## src/hjse_pkg.sv

```systemverilog
// Shared types and constants of the histogram join size estimator.
`timescale 1ns / 1ps
package hjse_pkg;

   localparam int BUCKET_DEPTH = 1024;
   localparam int ADDR_W       = $clog2(BUCKET_DEPTH);
   localparam int HASH_SHIFT   = 11;
   localparam int HIST_W       = 16;
   localparam int COUNT_W      = 32;
   localparam int M_W          = 11;
   localparam int ACC_W        = 2 * HIST_W + ADDR_W;
   localparam int DM_W         = ACC_W + M_W;
   localparam int EST_W        = 64;
   localparam int STEP_W       = 7;

   localparam logic [1:0] FUNC_LEFT    = 2'd0;
   localparam logic [1:0] FUNC_RIGHT   = 2'd1;
   localparam logic [1:0] FUNC_FINISH  = 2'd2;
   localparam logic [1:0] FUNC_IGNORED = 2'd3;

   typedef enum logic [3:0] {
      ST_CLEAR,
      ST_IDLE,
      ST_DIV,
      ST_RD,
      ST_WR,
      ST_WALK,
      ST_TAIL,
      ST_MUL,
      ST_CMP,
      ST_QDIV,
      ST_OUT
   } state_type;

   typedef struct packed {
      logic                start;
      logic [EST_W-1:0]    dividend;
      logic [STEP_W-1:0]   steps;
   } div_req_type;

   typedef struct packed {
      logic                done;
      logic [EST_W-1:0]    quot;
      logic [M_W-1:0]      rem;
   } div_rsp_type;

endpackage

```

## src/hjse_div.sv

```systemverilog
// Restoring divider, one quotient bit per cycle, by an 11-bit divisor.
`timescale 1ns / 1ps
module hjse_div (
   input  logic                      clock,
   input  logic                      reset,
   input  hjse_pkg::div_req_type     req,
   input  logic [hjse_pkg::M_W-1:0]  divisor,
   output hjse_pkg::div_rsp_type     rsp
);

   logic [hjse_pkg::EST_W-1:0]  num_ff, num_in;
   logic [hjse_pkg::EST_W-1:0]  quot_ff, quot_in;
   logic [hjse_pkg::M_W-1:0]    rem_ff, rem_in;
   logic [hjse_pkg::STEP_W-1:0] cnt_ff, cnt_in;
   logic                        run_ff, run_in;
   logic                        done_ff, done_in;
   logic [hjse_pkg::M_W:0]      trial;
   logic                        ge;

   // The dividend arrives left aligned, so the leading bit is always next.
   assign trial = {rem_ff, num_ff[hjse_pkg::EST_W-1]};
   assign ge    = trial >= {1'b0, divisor};

   always_comb begin
      num_in  = num_ff;
      quot_in = quot_ff;
      rem_in  = rem_ff;
      cnt_in  = cnt_ff;
      run_in  = run_ff;
      done_in = 1'b0;
      if (req.start) begin
         num_in  = req.dividend;
         quot_in = '0;
         rem_in  = '0;
         cnt_in  = req.steps;
         run_in  = 1'b1;
      end else if (run_ff) begin
         num_in  = {num_ff[hjse_pkg::EST_W-2:0], 1'b0};
         quot_in = {quot_ff[hjse_pkg::EST_W-2:0], ge};
         rem_in  = ge ? hjse_pkg::M_W'(trial - {1'b0, divisor})
                      : trial[hjse_pkg::M_W-1:0];
         cnt_in  = cnt_ff - hjse_pkg::STEP_W'(1);
         if (cnt_ff == hjse_pkg::STEP_W'(1)) begin
            run_in  = 1'b0;
            done_in = 1'b1;
         end
      end
   end

   always_ff @(posedge clock) begin
      if (reset) begin
         run_ff  <= 1'b0;
         done_ff <= 1'b0;
      end else begin
         run_ff  <= run_in;
         done_ff <= done_in;
      end
      num_ff  <= num_in;
      quot_ff <= quot_in;
      rem_ff  <= rem_in;
      cnt_ff  <= cnt_in;
   end

   assign rsp.done = done_ff;
   assign rsp.quot = quot_ff;
   assign rsp.rem  = rem_ff;

endmodule

```

## config.mk

```make
export PLATFORM = sky130hd
export DESIGN_NAME = hjse_div
export DESIGN_NICKNAME = d
export VERILOG_FILES = /design/src/hjse_pkg.sv /design/src/hjse_div.sv
export SDC_FILE = /design/constraint.sdc
export NUM_CORES = 1
export LEC_CHECK = 0
export BUFFER_PORTS_ARGS = -buffer_cell sky130_fd_sc_hd__buf_4
export CAP_MARGIN = 10
export CORE_MARGIN = 1
export CORE_UTILIZATION = 53
export DETAILED_ROUTE_END_ITERATION = 8
export GPL_TIMING_DRIVEN = 1
export PLACE_DENSITY = 0.89
export SYNTH_ARGS = -nofsm -noshare
export SYNTH_HDL_FRONTEND = slang
export SYNTH_SLANG_ARGS = --single-unit
```

## constraint.sdc

```tcl
create_clock -name clock -period 3.81 [get_ports clock]
set_clock_uncertainty 0.15 [all_clocks]
set_input_delay 0.762 -clock clock [delete_from_list [all_inputs] [get_ports clock]]
set_output_delay 0.762 -clock clock [all_outputs]
set_load 0.05 [all_outputs]
```

# ---- Word-level counts from Yosys, hierarchy flattened
# Index checks and enable logic that the tools add are counted.
dict set report word_totals {
  in_bits 85
  regBits 148
  output_inout_bits 76
  wordCells 22
}
dict set report op_classes {
  bitwise_logic 1
  reduce_logical 2
  n_addsub 2
  muxes 9
  n_lt_le_gt_ge 1
  eq_ne 1
}
# op count
set ops {}
lappend ops {{$mux W64} 2}
lappend ops {{$mux W7} 2}
lappend ops {{$ge A12 B11 Y1} 1}
lappend ops {{$mux W11} 1}
lappend ops {{$sub A11 B11 Y11} 1}
lappend ops {{$eq A7 B1 Y1 const B} 1}
lappend ops {{$sub A7 B1 Y7 const B} 1}
lappend ops {{$mux W1} 4}
lappend ops {{$reduce_or A3 Y1} 1}
lappend ops {{$reduce_bool A2 Y1} 1}
lappend ops {{$not A1 Y1} 1}

# ---- Depth between registers and ports, before layout
dict set report logic_depth {
  ltp_word 4
  mapped_depth 10
  depth_no_buf 9
}

# ---- Worst setup path after synthesis
# No wires, ideal clock.
dict set report synth_path {
  path_type {input to register}
  startpoint {in req[71] (netlist name)}
  endpoint {reg cnt_ff[0] (netlist name) (enable)}
  t_arrival_ns 2.444
  setup_slack_ns 0.817
  required_time_ns 3.262
  path_stages 4
  setup_time_ns 0.398
  path_buffers 3
  cell_sequence {clkbuf_1 -> clkbuf_1 -> clkbuf_1 -> or2_2}
}
dict set report synth_via {
  elab_chain_cells 1
}
# element line_no
set synth_lines {}
lappend synth_lines {{from (decl)} hjse_div.sv:6} ;# input hjse_pkg::div_req_type req,
lappend synth_lines {{$reduce_bool A2 Y1 (no source line)} -}
lappend synth_lines {{to (signal assigned)} hjse_div.sv:61} ;# cnt_ff <= cnt_in;
lappend synth_lines {{to (decl)} hjse_div.sv:14} ;# logic [hjse_pkg::STEP_W-1:0] cnt_ff, cnt_in;
# Every way passes these cells.
# A chain may end at the register's enable or synchronous reset.

# ---- Final worst setup path
dict set report layout_path {
  startpoint {in divisor[0] (netlist name)}
  endpoint {reg rem_ff[0] (netlist name)}
}
dict set report layout_via {
  elab_chain_cells 2
  elab_cells_between_ends 3
  classes_between {add/sub: 1; order compare: 1; mux: 1}
}
# element line_no
set layout_lines {}
lappend layout_lines {{from (decl)} hjse_div.sv:7} ;# input logic [hjse_pkg::M_W-1:0] divisor,
lappend layout_lines {{$sub A11 B11 Y11 / $ge A12 B11 Y1 (equally long branches)} {hjse_div.sv:40, hjse_div.sv:22}}
lappend layout_lines {{$mux W11 *} hjse_div.sv:40} ;# rem_in = ge ? hjse_pkg::M_W'(trial - {1'b0, divisor})
lappend layout_lines {{to (signal assigned)} hjse_div.sv:60} ;# rem_ff <= rem_in;
lappend layout_lines {{to (decl)} hjse_div.sv:13} ;# logic [hjse_pkg::M_W-1:0] rem_ff, rem_in;
# Every way passes the cells marked *; elsewhere a longest branch is shown, timed or not.

==> flow_metrics.tcl <==
set metrics [dict create \
    critical_path.startpoint "divisor[0]" \
    cts_inserted_buffers 17 \
    cts_sinks 148 \
    clk_pin_slew_worst_paths_ns 0.06 \
    grt_pass1_vias 4671 \
    grt_pass1_wl_microns 22130 \
    power_density_nw_per_um2 480.6 \
    ys_seq_elements 148 \
    vias_per_cell 5.346 \
    rsz0062_at_grt "no" \
    remaining_drc_errors 0 \
    finalSetupViolCount 0 \
    dieHeight_microns 112.7 \
    layout_setup_ws_ns 0.9588 \
    dpl.hpwl_microns 9230 \
    cts_htree_levels 4 \
    final_cell_area_sq_um 8423 \
    cap_violations 0 \
    coreArea_sq_um 11960 \
    cts_tree "done" \
    drt_first_iter_violations 410 \
    hold_violations 0 \
    ys_types 53 \
    crit_fanout 14 \
    relSlewSlack_pct 46.85 \
    avgSynthCellArea_sq_um 12.36 \
    crit_required_ns 4.00 \
    synth-edff-count 71 \
    cts_root_buf "clkbuf_16" \
    synth.area.top_cells "edfxtp_1 (33%), dfxtp_1 (24%), mux2_2 (11%)" \
    cpLargestDelayFamily "compound AO/OA/AOI/OAI gates" \
    worst_path_max_delay_cell "fa_1" \
    ant_nets 0 \
    dpl_cell_area_sq_um 7816 \
    max_freq_ghz 0.3507 \
    synth_seq_area_share_pct 56.59 \
    syn_area_sq_um 6491 \
    synthArstFlopShare_pct 0 \
    drt-total-wl_microns 13650 \
    cts_resized 0 \
    critPathKind "in2reg" \
    tightest_slew_ns 0.7973 \
    fin_setup_tns_ns 0 \
    cp_common_cell "o21ai_4" \
    cts_setup_buffers 0 \
    finalWeightedCongestion 0.8148 \
    grt_use_total_pct 22.62 \
    post-place-ws_ns 0.5269 \
    vias 4480 \
    fin_crit_sh_pct 74.84 \
    die_area_sq_um 12690 \
    ios 161 \
    yosys.area.top_type "edfxtp_1" \
    r2r_start "num_ff[63]" \
    critPathBufInv 1 \
    portBuffers 160 \
    layout-drive-gt1-share_pct 39.36 \
    antenna_found_initial 0 \
    cts.path.max_buffers 2 \
    antenna_cells 0 \
    area_growth_syn_to_layout_pct 29.76 \
    grt_overflow 0 \
    clk_latency_ns 0.42 \
    p_leak_nw 3.577 \
    worstSetupStartpointType "input pin" \
    synth_cells 525 \
    status "finished, final reports clean" \
    synth_nets 624 \
    cp_cell_sequence "buf_4 -> ha_1 -> fa_1 -> nor2b_4 -> o31a_1 -> o21ai_4 -> o21ai_4 -> mux2_4 -> a211oi_2" \
    cts_hold_buf 0 \
    synth_ff_type "dfxtp_1" \
    netlist.area_leader.share_pct 32.85 \
    holdCritStartpoint "reset" \
    arrival_ns 3.04 \
    fin_nets 777 \
    hold_path_class "in2reg" \
    start_util_pct 54.27 \
    period_needed_ns 2.851 \
    grt_start_max_net_pins 158 \
    rows 40 \
    n_fill_cell 799 \
    first_pass_iters 4 \
    end_kind "register" \
    critPathMaxStageDelay_ns 0.45 \
    drv_slew 0 \
    ys_warn_count 0 \
    wire_per_inst_microns 16.29 \
    die_x_microns 112.7 \
    ir_worst_vdd_mv 0.4250 \
]
[worst register-to-register path: cells and delay by family (launching register included)]
family	cells	cell delay [ns]
AO/OA/AOI/OAI	4	0.99
multiplexers	1	0.36
AND/OR/NAND/NOR	1	0.15
buffers and inverters	1	0.06
flip-flops	1	0.34
adder cells (fa/ha/maj)	2	0.66
[stage by stage]
stage / total power, W / hold slack [ns] / util (%) / cells
6_report: 0.004048 / 0.3445 / 70.42 / 838
4_1_cts: 0.004080 / 0.3274 / 70.42 / 838
2_1_floorplan: 0.002226 / 0.3748 / - / 525
3_3_place_gp: 0.002363 / 0.3355 / 65.35 / 806
3_5_place_dp: 0.002388 / 0.3496 / 65.35 / 806
5_1_grt: 0.004182 / 0.3357 / 70.42 / 838
[cell usage after synthesis, types with 2 or more instances]
master / number
a311oi_1: 2
xnor2_1: 8
or3_1: 3
clkbuf_1: 16
o21ai_0: 13
o21ai_4: 2
ha_1: 13
buf_1: 9
o21a_1: 2
dfxtp_1: 77
nor3_1: 4
a211oi_1: 7
mux2_2: 63
buf_2: 3
nor4b_1: 2
a21oi_1: 6
nor2b_1: 2
nand2b_1: 4
o22ai_1: 2
xor2_1: 2
o211ai_1: 2
mux2i_1: 70
nor2_1: 82
inv_1: 16
nand2_1: 15
o31a_1: 2
nand3_1: 2
edfxtp_1: 71
[flip-flops by register name, summed over array words and instances (netlist names)]
| name | flops |
|---|---|
| cnt_ff | 7 |
| done_ff | 1 |
| num_ff | 64 |
| quot_ff | 64 |
| rem_ff | 11 |
| run_ff | 1 |
[report_power, final]
group	internal (W)	switching (W)
combinational	0.000254	0.000261
clock	0.00103	0.000655
sequential	0.00179	0.0000601
total	0.00307	0.000975
[per-layer routing]
layer  wire, microns  track usage, %
met1            5606           25.05
met4             282           10.13
met3             861           7.829
met5               0               0
met2            6898           39.22
[cells in the final DEF (no fill, tap or decap), types with 4 or more instances in the layout]
cell	instances
buf_4	161
mux2i_1	70
ha_1	13
clkbuf_16	19
edfxtp_1	71
mux2_2	63
xnor2_1	8
o21ai_0	13
nand2_1	15
nor2_1	82
nor3_1	4
inv_1	16
nand2b_1	4
a211oi_1	7
dfxtp_1	76
a21oi_1	6
[area by class of cell]
cell class	instances	area, sq um	share of cell area (%)
sequential	148	3677	43.66
multi-input combinational	331	2626	31.18
timing repair buffer	164	1269	15.06
clock buffer	23	520.5	6.179
tap	147	183.9	2.184
clock inverter	9	86.33	1.025
inverter	16	60.06	0.7130
[worst paths after layout]
check                                    to  depth (start not counted)  slack [ns]
worst min register to register  quot_ff[63]                          2        0.36
worst max register to register    rem_ff[0]                          9        1.03
worst max-delay path              rem_ff[0]                          9        0.96
worst min-delay path                 run_ff                          2        0.34
[logic make-up (layout without fill, tap and decap cells)]
group           Yosys count  in the layout  share of synthesized area, %
simple gates            128            128                         9.368
flops                   148            148                         56.59
buf+inv                  46            212                         2.949
compound gates           45             45                         4.973
mux                     134            134                         21.95
fa+ha+maj                14             14                         2.814
xor+xnor                 10             10                         1.349
Note: power is estimated with default switching activity, not from simulation.
